--- config.mk ---
export PLATFORM = sky130hd
export DESIGN_NAME = bgi_fifo
export DESIGN_NICKNAME = d
export VERILOG_FILES = /design/src/rtl/core/bgi_pkg.sv /design/src/rtl/core/bgi_fifo.sv
export SDC_FILE = /design/constraint.sdc
export NUM_CORES = 1
export LEC_CHECK = 0
export ABC_CLOCK_PERIOD_IN_PS = 16500
export BUFFER_PORTS_ARGS = -buffer_cell sky130_fd_sc_hd__buf_2
export CELL_PAD_IN_SITES_DETAIL_PLACEMENT = 2
export CELL_PAD_IN_SITES_GLOBAL_PLACEMENT = 2
export CORE_MARGIN = 5
export CORE_UTILIZATION = 38
export CTS_CLUSTER_SIZE = 14
export DETAILED_ROUTE_END_ITERATION = 16
export GPL_TIMING_DRIVEN = 0
export PLACE_DENSITY = 0.9
export SYNTH_ARGS = -nofsm -noshare
export SYNTH_HDL_FRONTEND = slang
export SYNTH_SLANG_ARGS = --single-unit
export TNS_END_PERCENT = 30
--- constraint.sdc ---
create_clock -name i_clk -period 16.5 [get_ports i_clk]
set_input_delay 3.3 -clock i_clk [delete_from_list [all_inputs] [get_ports i_clk]]
set_output_delay 3.3 -clock i_clk [all_outputs]
set_load 0.02 [all_outputs]
--- src/rtl/core/bgi_pkg.sv ---
// Shared types, codes and sizes of the bilinear grid interpolator.
package bgi_pkg;

    // Default grid extents
    localparam int R_POINTS_MAX_DEF = 64;
    localparam int Z_POINTS_MAX_DEF = 64;

    // Fixed field widths
    localparam int LEN_W     = 7;
    localparam int CFG_IDX_W = 2;
    localparam int CFG_DAT_W = 7;

    // Queue between the front and the back
    localparam int QUEUE_DEPTH = 2;

    // Iterative units
    localparam int SQRT_STEPS = 32;
    localparam int DIV_NUM_W  = 49;
    localparam int DIV_DEN_W  = 33;

    // Q1.16 unit weight
    localparam logic [16:0] W_ONE = 17'd65536;

    // Configuration register indexes
    localparam logic [CFG_IDX_W-1:0] CFG_R_LEN = 2'd0;
    localparam logic [CFG_IDX_W-1:0] CFG_Z_LEN = 2'd1;
    localparam logic [CFG_IDX_W-1:0] CFG_MODE  = 2'd2;

    // Command codes
    typedef enum logic [1:0] {
        CMD_LOAD_R    = 2'd0,
        CMD_LOAD_Z    = 2'd1,
        CMD_LOAD_GRID = 2'd2,
        CMD_QUERY     = 2'd3
    } t_cmd;

    typedef struct packed {
        logic [1:0]         command;
        logic [5:0]         row;
        logic [5:0]         column;
        logic signed [31:0] axis_value;
        logic signed [31:0] radial_value;
        logic signed [31:0] toroidal_value;
        logic signed [31:0] vertical_value;
        logic signed [31:0] point_x;
        logic signed [31:0] point_y;
        logic signed [31:0] point_z;
    } t_in_item;

    typedef struct packed {
        logic signed [31:0] radial_out;
        logic signed [31:0] toroidal_out;
        logic signed [31:0] vertical_out;
        logic               result_valid;
    } t_out_item;

    typedef struct packed {
        logic [LEN_W-1:0] r_len;
        logic [LEN_W-1:0] z_len;
        logic             three_d;
    } t_cfg;

    typedef struct packed {
        logic full;
        logic empty;
    } t_q_status;

endpackage

--- src/rtl/core/bgi_fifo.sv ---
// Short command queue between the front end and the back end.
module bgi_fifo (
    input  logic               i_clk,
    input  logic               i_rst_n,
    input  logic               i_push,
    input  bgi_pkg::t_in_item  i_item,
    input  logic               i_pop,
    output bgi_pkg::t_in_item  o_item,
    output bgi_pkg::t_q_status o_status
);
    import bgi_pkg::*;

    localparam int PW = (QUEUE_DEPTH > 1) ? $clog2(QUEUE_DEPTH) : 1;
    localparam int CW = $clog2(QUEUE_DEPTH + 1);

    t_in_item        r_mem [QUEUE_DEPTH];
    logic [PW-1:0]   r_wp;
    logic [PW-1:0]   r_rp;
    logic [CW-1:0]   r_cnt;

    function automatic logic [PW-1:0] f_next(input logic [PW-1:0] p);
        begin
            f_next = (32'(p) == QUEUE_DEPTH - 1) ? '0 : PW'(32'(p) + 1);
        end
    endfunction

    assign o_item         = r_mem[r_rp];
    assign o_status.full  = (32'(r_cnt) == QUEUE_DEPTH);
    assign o_status.empty = (r_cnt == '0);

    // Advance pointers and count
    always_ff @(posedge i_clk) begin
        if (!i_rst_n) begin
            r_wp  <= '0;
            r_rp  <= '0;
            r_cnt <= '0;
        end else begin
            if (i_push) r_wp <= f_next(r_wp);
            if (i_pop)  r_rp <= f_next(r_rp);
            if (i_push && !i_pop)      r_cnt <= r_cnt + CW'(1);
            else if (!i_push && i_pop) r_cnt <= r_cnt - CW'(1);
        end
    end

    // Store entries
    always_ff @(posedge i_clk) begin
        if (i_push) r_mem[r_wp] <= i_item;
    end

endmodule

; ---- After elaboration in Yosys (flattened, before gate mapping)
; Memories as Yosys holds them, arrays and structs flattened. A register that Yosys moved wholly into a read port is not among the register bits.
; Index checks and enable logic that the tools add are counted.
; W data, S select, Z words.
[word_totals]
ram_bits = 476
n_memories = 1
reg_bits = 4
out_inout_bits = 240
[mem_list]
columns = name, depth, width, rd, rd_clocked_by_memory_dff, write_ports, line
row1 = r_mem, 2, 238, 1, 1, 1, bgi_fifo.sv:16  ; t_in_item r_mem [QUEUE_DEPTH];
[classes]
n_eq_ne = 1
mux = 8
n_reduce_logical = 6
addsub = 4
[ops]
columns = operator, count
row1 = $mux W1, 6
row2 = $mux W2, 2
row3 = $add A1 B1 Y1 const B, 2
row4 = $add A2 B1 Y2 const B, 1
row5 = $eq A2 B2 Y1 const B, 1
row6 = $logic_and A1 B1 Y1, 2
row7 = $logic_not A1 Y1, 2
row8 = $logic_not A2 Y1, 1
row9 = $reduce_bool A2 Y1, 1
row10 = $sub A2 B1 Y2 const B, 1

; ---- Depth between registers and ports, before layout
; Gate-level depths: netlist of run 1.
[logic_depth]
word_depth = 4
ltp_mapped = 5
depth_no_buf = 5

; ---- Least setup slack after synthesis of run 1
; No wires, ideal clock.
[synth_path]
path_type = input-to-reg
start = in i_push
end = reg r_wp
setup_time_ps = 107
n_path_buf = 0
t_required_ps = 16393
slack_ps = 2016
arrival_ps = 14377
path_stages = 2
cell_sequence = nor2b_1 -> o21a_1
[synth_rtl]
columns = item, line
row1 = start: declaration, bgi_fifo.sv:5  ; input logic i_push,
row2 = end signal: assignment, bgi_fifo.sv:38  ; if (i_push) r_wp <= f_next(r_wp);
row3 = end: declaration, bgi_fifo.sv:17  ; logic [PW-1:0] r_wp;

==> run summary, run 1 <==
Outcome -> completed
Post-cts sizing count -> 0
Die footprint -> 50,400 sq um
Worst hold endpoint -> r_cnt[1]
Leak -> 0.00844 uW
Most numerous cell in the Yosys netlist -> edfxtp_1
R2R setup slack -> 14.30 ns
Worst-path cell chain -> buf_6 -> buf_6 -> mux2_2 -> buf_2
Most instantiated cells after synthesis -> edfxtp_1 (476), mux2_2 (238), buf_6 (25), dfxtp_1 (5), and2_1 (4)
DRT Wirelength -> 53,000 um
IO Count -> 482
Mean Syn Cell Area -> 22.9 sq um
CTS tree -> done
CP max stage delay -> 0.41 ns
Vias in the first global route -> 11,099
Die Width -> 224 um
Number of max-cap violations -> 0
Most Frequent Cell on Critical Path -> buf_6
Main synth FF type -> edfxtp_1
Buf+Inv Stages, Crit Path -> 3
Count of cell types in the netlist -> 17
RSZ-0062 raised after global routing -> no
Final Max Tran Viols -> 0
CTS H-tree lvls -> 2
Die Y-Extent -> 224 um
CP Capture Type -> primary output
Finished Layout Cells -> 1,953
Critical path class -> register to primary output
Arr. time, crit path -> 2.06 ns
P&R area growth vs syn -> 29.3%
Worst-path clk slew -> 0.06 ns
DRT iter0 DRCs -> 529
Pwr dens -> 129 nW/um^2
Worst slew margin -> 0.507
CTS max path bufs -> 3
Total Routing Usage GR -> 0.205
Dpl cells -> 1,857
Hpwl dp -> 38,000 um
Final Skew -> 0.0326 ns
Max rail drop VDD -> 0.134 mV
Total congestion overflow -> 0
Global-route wire length before repair -> 75,900 um
Clock latency on the worst-skew pair -> 0.59 ns
CP startpoint kind -> register
Slew @ Worst Pin -> 0.737 ns
Synth async-reset ratio -> 0
Synth Register Bits -> 481
Placer congestion estimate -> 0.795
CTS root buffer -> clkbuf_16
Capturing point of the worst reg2reg path -> r_mem[1][67]
Fmax -> 0.187 GHz
Final min period -> 5.36 ns
Dominant cells by area after synthesis -> edfxtp_1 (82%), mux2_2 (15%), buf_6 (1.6%), dfxtp_1 (0.57%), and2_1 (0.14%)
R2R cell count -> 4
Synth area leader -> edfxtp_1
Tcrit/Tclk final -> 0.325
Core outline area -> 45,500 sq um
HP Class -> register to register
Seq/Total Area, Yosys -> 0.823
Worst Hold Depth -> 2
Nets@finish -> 1,554
Hold_sp -> r_cnt[1]
Setup WS pre-CTS -> 11.23 ns
Cts bufs inserted -> 52
R2R Path Start -> r_wp
Synth top area share -> 0.818
Worst-path fanout max -> 10
Port bufs -> 481
Mapped Area -> 17,500 sq um
Cell Rows -> 78
Setup violators final -> 0
Largest net degree at the start of global routing -> 52
Remaining antenna violation count -> 0
Post-synthesis net count -> 1,005
Setup ws final -> 11.14 ns
Mapped Cells -> 762
Final hold violation count -> 0
Hold_buf cts -> 0
DR pass1 iterations -> 4
Drt drc -> 0
Post-synth EDFFs -> 476
Antenna violations before repair -> 14
Vias -> 9,430
Postcts setup bufs -> 0
CP required -> 13.20 ns
Starting Density -> 0.384
Via density -> 4.83
Crit-path leading delay family -> buffers and inverters
Clock sink count -> 481
CP max-delay cell -> dfxtp_1
Syn. warnings -> 0
Ratio of cells with drive above 1 in the final layout -> 0.618
Routed WL per cell -> 27.1 um
==> how the worst max path moves through the flow <==
stage	startpoint	slack, ns	cells after the start	endpoint
2_1_floorplan	i_push	2.02	2	r_wp
3_3_place_gp	i_push	-4.54	3	r_wp
3_5_place_dp	i_push	11.23	5	r_mem[1][85]
4_1_cts	register	11.07	4	o_item[86]
5_1_grt	register	11.04	4	o_item[70]
6_report	register	11.14	4	o_item[86]
==> tightest hold or removal path, cell delays in order (launching register included) <==
cell	delay, ns
dfxtp_1	0.35
o21ai_0	0.10
a21boi_0	0.09
==> metal layers <==
layer | vias up | track usage | part of all wire
met3 | 72 | 0.0745 | 0.086
met4 | 14 | 0.0534 | 0.019
met2 | 370 | 0.392 | 0.56
li1 | 4156 | - | -
met5 | - | 0 | 0.0015
met1 | 4818 | 0.210 | 0.34
==> cells in the final DEF (no fill, tap or decap), drive strengths merged, types with 3 or more instances in the layout <==
cell type / Yosys / layout
clkbuf: 0 / 61
inv: 1 / 3
dfxtp: 5 / 5
clkinv: 0 / 21
buf: 26 / 521
and2: 4 / 4
mux2: 238 / 238
diode: 0 / 6
bufinv: 0 / 5
edfxtp: 476 / 476
==> power breakdown <==
| group | switching [uW] | internal [uW] | total (uW) |
|---|---|---|---|
| clock network | 467 | 653 | 1120 |
| registers | 19.7 | 1410 | 1430 |
| logic | 220 | 144 | 364 |
==> sequential cells by signal, indices dropped and copies added (netlist names), named ones only <==
name	count
r_wp	1
r_rp	1
r_cnt	2
r_mem	476
==> cell families after synthesis <==
logic type               share of synthesized area
buffers and inverters                       0.0166
adder cells (fa/ha/maj)                   0.000716
XOR/XNOR                                   0.00150
AND/OR/NAND/NOR                            0.00322
flip-flops                                   0.823
AO/OA/AOI/OAI                              0.00115
multiplexers                                 0.153
==> metrics by stage <==
step	total power [uW]	hold WS, ns	instance area, sq um	setup TNS (ns)	utilization
after detailed placement	1820	0.560	21000	0	0.461
after global placement	1820	0.488	20600	-1056.59	0.454
after CTS	2960	0.584	22600	0	0.497
after global routing	3040	0.617	22600	0	0.497
final	2920	0.580	22600	0	0.497
after floorplan	1680	0.473	17500	0	-
==> final cells by class <==
type | instances | area [sq um]
flip-flops and latches | 481 | 14400
fillers | 4105 | 22900
multi-input cells | 254 | 2810
diodes | 6 | 15.0
well taps | 600 | 751
clock inverters | 29 | 280
repair buffers | 495 | 2730
inverters | 1 | 3.75
clock buffers | 61 | 1340
plain buffers | 26 | 287
(Power assumes the default switching activity.)
==> run 2: changes to the inputs <==
- ABC_CLOCK_PERIOD_IN_PS: 16500 -> 5600
- clock period: 16.5 -> 5.6 ns (I/O delays scaled with it)
==> run 2 against run 1 <==
Effect of this change: power increased to 2.9 times the previous value; cell count increased by 0.51%; critical path depth unchanged; routed wire length increased by 3.7%; sequential share of layout area increased by 0.18 points; worst setup slack got worse by 8.7 ns; non-clock buffer count decreased by 1; critical endpoint is now o_item[88]; largest cell class unchanged.
==> run summary, run 2 (synthesis gave the netlist of run 1 again) <==
Total congestion overflow -> 0 (unchanged)
Placer congestion estimate -> 0.764 (-3.9%)
Clock latency on the worst-skew pair -> 0.58 ns (about the same)
Final hold violation count -> 0 (unchanged)
Outcome -> completed
Die Y-Extent -> 224 um (unchanged)
Cts bufs inserted -> 52 (unchanged)
CTS H-tree lvls -> 2 (unchanged)
R2R cell count -> 5 (+1)
R2R setup slack -> 3.40 ns (-10.90 ns)
Worst slew margin -> 0.555 (+0.0477)
CTS root buffer -> clkbuf_16
Ratio of cells with drive above 1 in the final layout -> 0.612 (-0.00524)
Most flop-heavy register -> r_mem
Final Skew -> 0.0117 ns (-0.0209 ns)
Clock sink count -> 481 (unchanged)
CP required -> 4.48 ns (-8.72 ns)
Most frequent cells in the layout -> buf_2 (482), edfxtp_1 (476), mux2_2 (238)
CP startpoint kind -> register
Fmax -> 0.314 GHz
Hpwl dp -> 39,200 um (+3.2%)
Via density -> 4.85 (+0.37%)
Max rail drop VDD -> 0.273 mV (+100%)
Fillers -> 4,118 (+0.32%)
Routed WL per cell -> 28.0 um (+3.2%)
DRT iter0 DRCs -> 591 (+12%)
Die footprint -> 50,400 sq um (unchanged)
Max reg flops -> 476 (unchanged)
R2R Path Start -> r_wp
Worst Hold Depth -> 2 (unchanged)
Nets@finish -> 1,553 (-0.064%)
Critical path class -> register to primary output
Global-route wire length before repair -> 77,400 um (+2.0%)
Setup violators final -> 0 (unchanged)
Largest net degree at the start of global routing -> 64 (+23%)
Die Width -> 224 um (unchanged)
Worst-path fanout max -> 10 (unchanged)
P&R area growth vs syn -> 28.9%
RSZ-0062 raised after global routing -> no
CTS tree -> done
Slew @ Worst Pin -> 0.667 ns (-0.0700 ns)
Remaining antenna violation count -> 0 (unchanged)
Most common cell after layout, fill and taps aside -> buf_2
IO Count -> 482 (unchanged)
Vias -> 9,513 (+0.88%)
Tcrit/Tclk final -> 0.569
Vias in the first global route -> 11,070 (-0.26%)
Leak -> 0.00841 uW (-0.39%)
Final min period -> 3.19 ns
Final core occ -> 0.495 (-0.00140)
Hold_buf cts -> 0 (unchanged)
Pwr dens -> 376 nW/um^2 (+190%)
HP Class -> register to register
Total Routing Usage GR -> 0.210 (+0.00572)
DRT Wirelength -> 54,900 um (+3.7%)
Smallest hold slack -> 0.602 ns (+0.0212 ns)
Number of max-cap violations -> 0 (unchanged)
DR pass1 iterations -> 4 (unchanged)
Largest regs -> r_mem x476, r_cnt x2
Starting Density -> 0.384 (unchanged)
Worst hold endpoint -> r_cnt[1]
Postcts setup bufs -> 0 (unchanged)
CTS max path bufs -> 3 (unchanged)
Drt drc -> 0 (unchanged)
Core outline area -> 45,500 sq um (unchanged)
Setup ws final -> 2.41 ns (-8.73 ns)
CP Capture Type -> primary output
Hold_sp -> r_cnt[1]
Worst-path clk slew -> 0.06 ns (about the same)
Final Max Tran Viols -> 0 (unchanged)
Antenna violations before repair -> 26 (+12)
Port bufs -> 481 (unchanged)
Post-cts sizing count -> 0 (unchanged)
Setup WS pre-CTS -> 2.48 ns (-8.75 ns)
Capturing point of the worst reg2reg path -> r_mem[0][36]
Cell Rows -> 78 (unchanged)
Arr. time, crit path -> 2.07 ns (about the same)
==> run 2: cell count changes in the layout (fill, tap and decap cells not counted), sizes merged <==
cell	change
clkbuf	+11
diode	+5
bufinv	-4
buf	-1
clkinv	+1
clkinvlp	-1
inv	-1
==> run 2: layout make-up <==
cell class	instances	area, sq um	share of cell area
buffer	26	287	0.0127
clock buffer	72	1420	0.0629
inverter	1	3.75	0.000167
tap	600	751	0.0333
antenna	11	27.5	0.00122
multi-input combinational	254	2810	0.125
clock inverter	24	134	0.00594
timing repair buffer	494	2710	0.120
sequential	481	14400	0.639
==> run 2: worst max path at each step <==
stage                         from           end  slack [ns]
final                     register    o_item[88]        2.41
after global routing      register    o_item[88]        2.33
after CTS                 register     o_item[3]        2.36
after detailed placement    i_push  r_mem[0][33]        2.48
after global placement      i_push  r_mem[1][31]       -4.71
after floorplan             i_push   r_mem[1][0]       -1.50
==> run 2: routing by layer <==
metal	GRT usage	wire [um]	vias to the layer above
met5	0	170	-
met4	0.0782	1450	26
met3	0.0783	4800	106
met2	0.395	30200	405
met1	0.211	18300	4811
li1	-	-	4165
==> run 2: worst max-delay path, cell delays in order (launching register included) <==
cell and delay (ns):
dfxtp_1 0.44, buf_6 0.28, buf_6 0.21, mux2_2 0.37, buf_2 0.17
==> run 2: power by group <==
| part | total (uW) | internal [uW] | switching (uW) |
|---|---|---|---|
| Combinational | 1080 | 423 | 656 |
| Clock | 3170 | 1810 | 1370 |
| Sequential | 4230 | 4170 | 61.5 |
==> run 2: metrics by stage <==
stage	setup TNS [ns]	area, sq um	std cells	total power, uW
2_1_floorplan	-356.57	17500	762	4910
3_3_place_gp	-1491.88	20600	1843	5300
3_5_place_dp	0	21000	1856	5380
4_1_cts	0	22500	1952	8600
5_1_grt	0	22500	1960	8830
6_report	0	22500	1963	8480
==> run 3: changes to the inputs <==
- ABC_CLOCK_PERIOD_IN_PS: 5600 -> 2600
- CORE_UTILIZATION: 38 -> 35
- PLACE_DENSITY: 0.9 -> 0.87
- clock period: 5.6 -> 2.6 ns (I/O delays scaled with it)
==> run 3 against run 2 <==
Effect of this change: global-route usage fell by 2.8 points; sequential power up 110%; sequential share of layout area is 0.26 points lower; design area increased by 0.42%; critical endpoint is now o_item[102]; core utilization fell by 3.5 points.
==> run summary, run 3 (synthesis gave the netlist of run 1 again) <==
Most flop-heavy register -> r_mem
DRT Wirelength -> 51,400 um (-6.5%)
CP required -> 2.08 ns (-2.40 ns)
Ratio of cells with drive above 1 in the final layout -> 0.618 (+0.00570)
CP startpoint kind -> register
Largest net degree at the start of global routing -> 65 (+1.6%)
Leak -> 0.00841 uW (about the same)
Drt drc -> 0 (unchanged)
Setup WS pre-CTS -> -0.133 ns (-2.62 ns)
Fmax -> 0.404 GHz
Worst-path clk slew -> 0.07 ns (about the same)
Clock latency on the worst-skew pair -> 0.58 ns (about the same)
Number of max-cap violations -> 0 (unchanged)
Max rail drop VDD -> 0.578 mV (+110%)
Worst slew margin -> 0.362 (-0.194)
CTS tree -> done
Dpl cells -> 1,918 (+3.3%)
Arr. time, crit path -> 1.96 ns (-0.11 ns)
Critical path class -> register to primary output
Hold_buf cts -> 0 (unchanged)
Setup ws final -> 0.123 ns (-2.29 ns)
Cts bufs inserted -> 52 (unchanged)
Tcrit/Tclk final -> 0.953
Cell Rows -> 81 (+3.8%)
Via density -> 4.61 (-4.9%)
Placer congestion estimate -> 0.764 (about the same)
P&R area growth vs syn -> 29.4%
IO Count -> 482 (unchanged)
Nets@finish -> 1,551 (-0.13%)
R2R setup slack -> 0.24 ns (-3.16 ns)
Setup violators final -> 0 (unchanged)
Finished Layout Cells -> 2,020 (+2.9%)
Outcome -> completed
Final min period -> 2.48 ns
RSZ-0062 raised after global routing -> no
Die Width -> 233 um (+4.0%)
Postcts setup bufs -> 0 (unchanged)
Final Skew -> 0.0159 ns (+0.00419 ns)
CTS H-tree lvls -> 2 (unchanged)
Port bufs -> 481 (unchanged)
Global-route wire length before repair -> 72,900 um (-5.8%)
Antenna violations before repair -> 19 (-27%)
Vias in the first global route -> 10,994 (-0.69%)
Hold_sp -> i_item[174]
DRT iter0 DRCs -> 466 (-21%)
Total congestion overflow -> 0 (unchanged)
HP Class -> input port to register
Pwr dens -> 815 nW/um^2 (+120%)
Worst-path fanout max -> 10 (unchanged)
CTS root buffer -> clkbuf_16
Post-cts sizing count -> 4 (+4)
Max reg flops -> 476 (unchanged)
Total power -> 18,400 uW (+120%)
DR pass1 iterations -> 4 (unchanged)
Slew @ Worst Pin -> 0.957 ns (+0.290 ns)
Remaining antenna violation count -> 0 (unchanged)
Die Y-Extent -> 233 um (+4.0%)
R2R Path Start -> r_wp
Final Max Tran Viols -> 0 (unchanged)
Most common cell after layout, fill and taps aside -> buf_2
CP Capture Type -> primary output
Routed WL per cell -> 25.4 um (-9.2%)
Die footprint -> 54,500 sq um (+8.2%)
Final hold violation count -> 0 (unchanged)
Total Routing Usage GR -> 0.182 (-0.0280)
Core outline area -> 49,200 sq um (+8.1%)
Hpwl dp -> 37,200 um (-5.1%)
Clock sink count -> 481 (unchanged)
Starting Density -> 0.356 (-0.0287)
Largest regs -> r_mem x476, r_cnt x2
CTS max path bufs -> 3 (unchanged)
Most frequent cells in the layout -> buf_2 (482), edfxtp_1 (476), mux2_2 (238)
Smallest hold slack -> 0.125 ns (-0.476 ns)
Vias -> 9,307 (-2.2%)
-- run 3: changes by cell type in the layout (fill, tap and decap cells not counted), moves of 2 or more --
cell / before / now
clkinvlp_4: 0 / 4
clkinv_1: 12 / 15
bufinv_16: 1 / 4
buf_16: 6 / 4
buf_6: 25 / 23
clkbuf_1: 17 / 5
clkbuf_8: 2 / 0
-- run 3: routing by layer --
| metal | track usage | share of wire |
|---|---|---|
| met1 | 0.181 | 0.33 |
| met2 | 0.348 | 0.55 |
| met3 | 0.0695 | 0.089 |
| met4 | 0.0587 | 0.029 |
| met5 | 0 | 0.0029 |
-- run 3: critical path: stages, from the launching register on --
cell,delay [ns]
dfxtp_2,0.40
buf_8,0.21
buf_6,0.20
mux2_2,0.40
buf_2,0.18
-- run 3: final cells by class --
| cell class | instances | area [sq um] |
|---|---|---|
| fill | 4559 | 26500 |
| timing repair buffer | 492 | 2660 |
| clock inverter | 34 | 265 |
| clock buffer | 58 | 1350 |
| inverter | 1 | 3.75 |
| sequential | 481 | 14400 |
| multi-input combinational | 254 | 2810 |
| tap | 664 | 831 |
| antenna | 10 | 25.0 |
| buffer | 26 | 299 |
-- run 3: final timing paths --
kind,cells after the start,end
max,4,o_item[102]
min reg2reg,2,r_rp
max reg2reg,3,r_mem[1][0]
min,1,r_mem[1][174]
-- run 3: per-stage QoR --
stage / instance area (sq um) / util / setup TNS [ns]
2_1_floorplan: 17500 / - / -768.62
3_5_place_dp: 21000 / 0.427 / -3.88
3_3_place_gp: 20700 / 0.422 / -1659.20
5_1_grt: 22600 / 0.460 / 0
4_1_cts: 22600 / 0.460 / 0
6_report: 22600 / 0.460 / 0
-- run 3: power by group --
part	internal (uW)	switching [uW]
Clock	4090	2970
Combinational	905	1390
Sequential	8970	118
Total	14000	4470
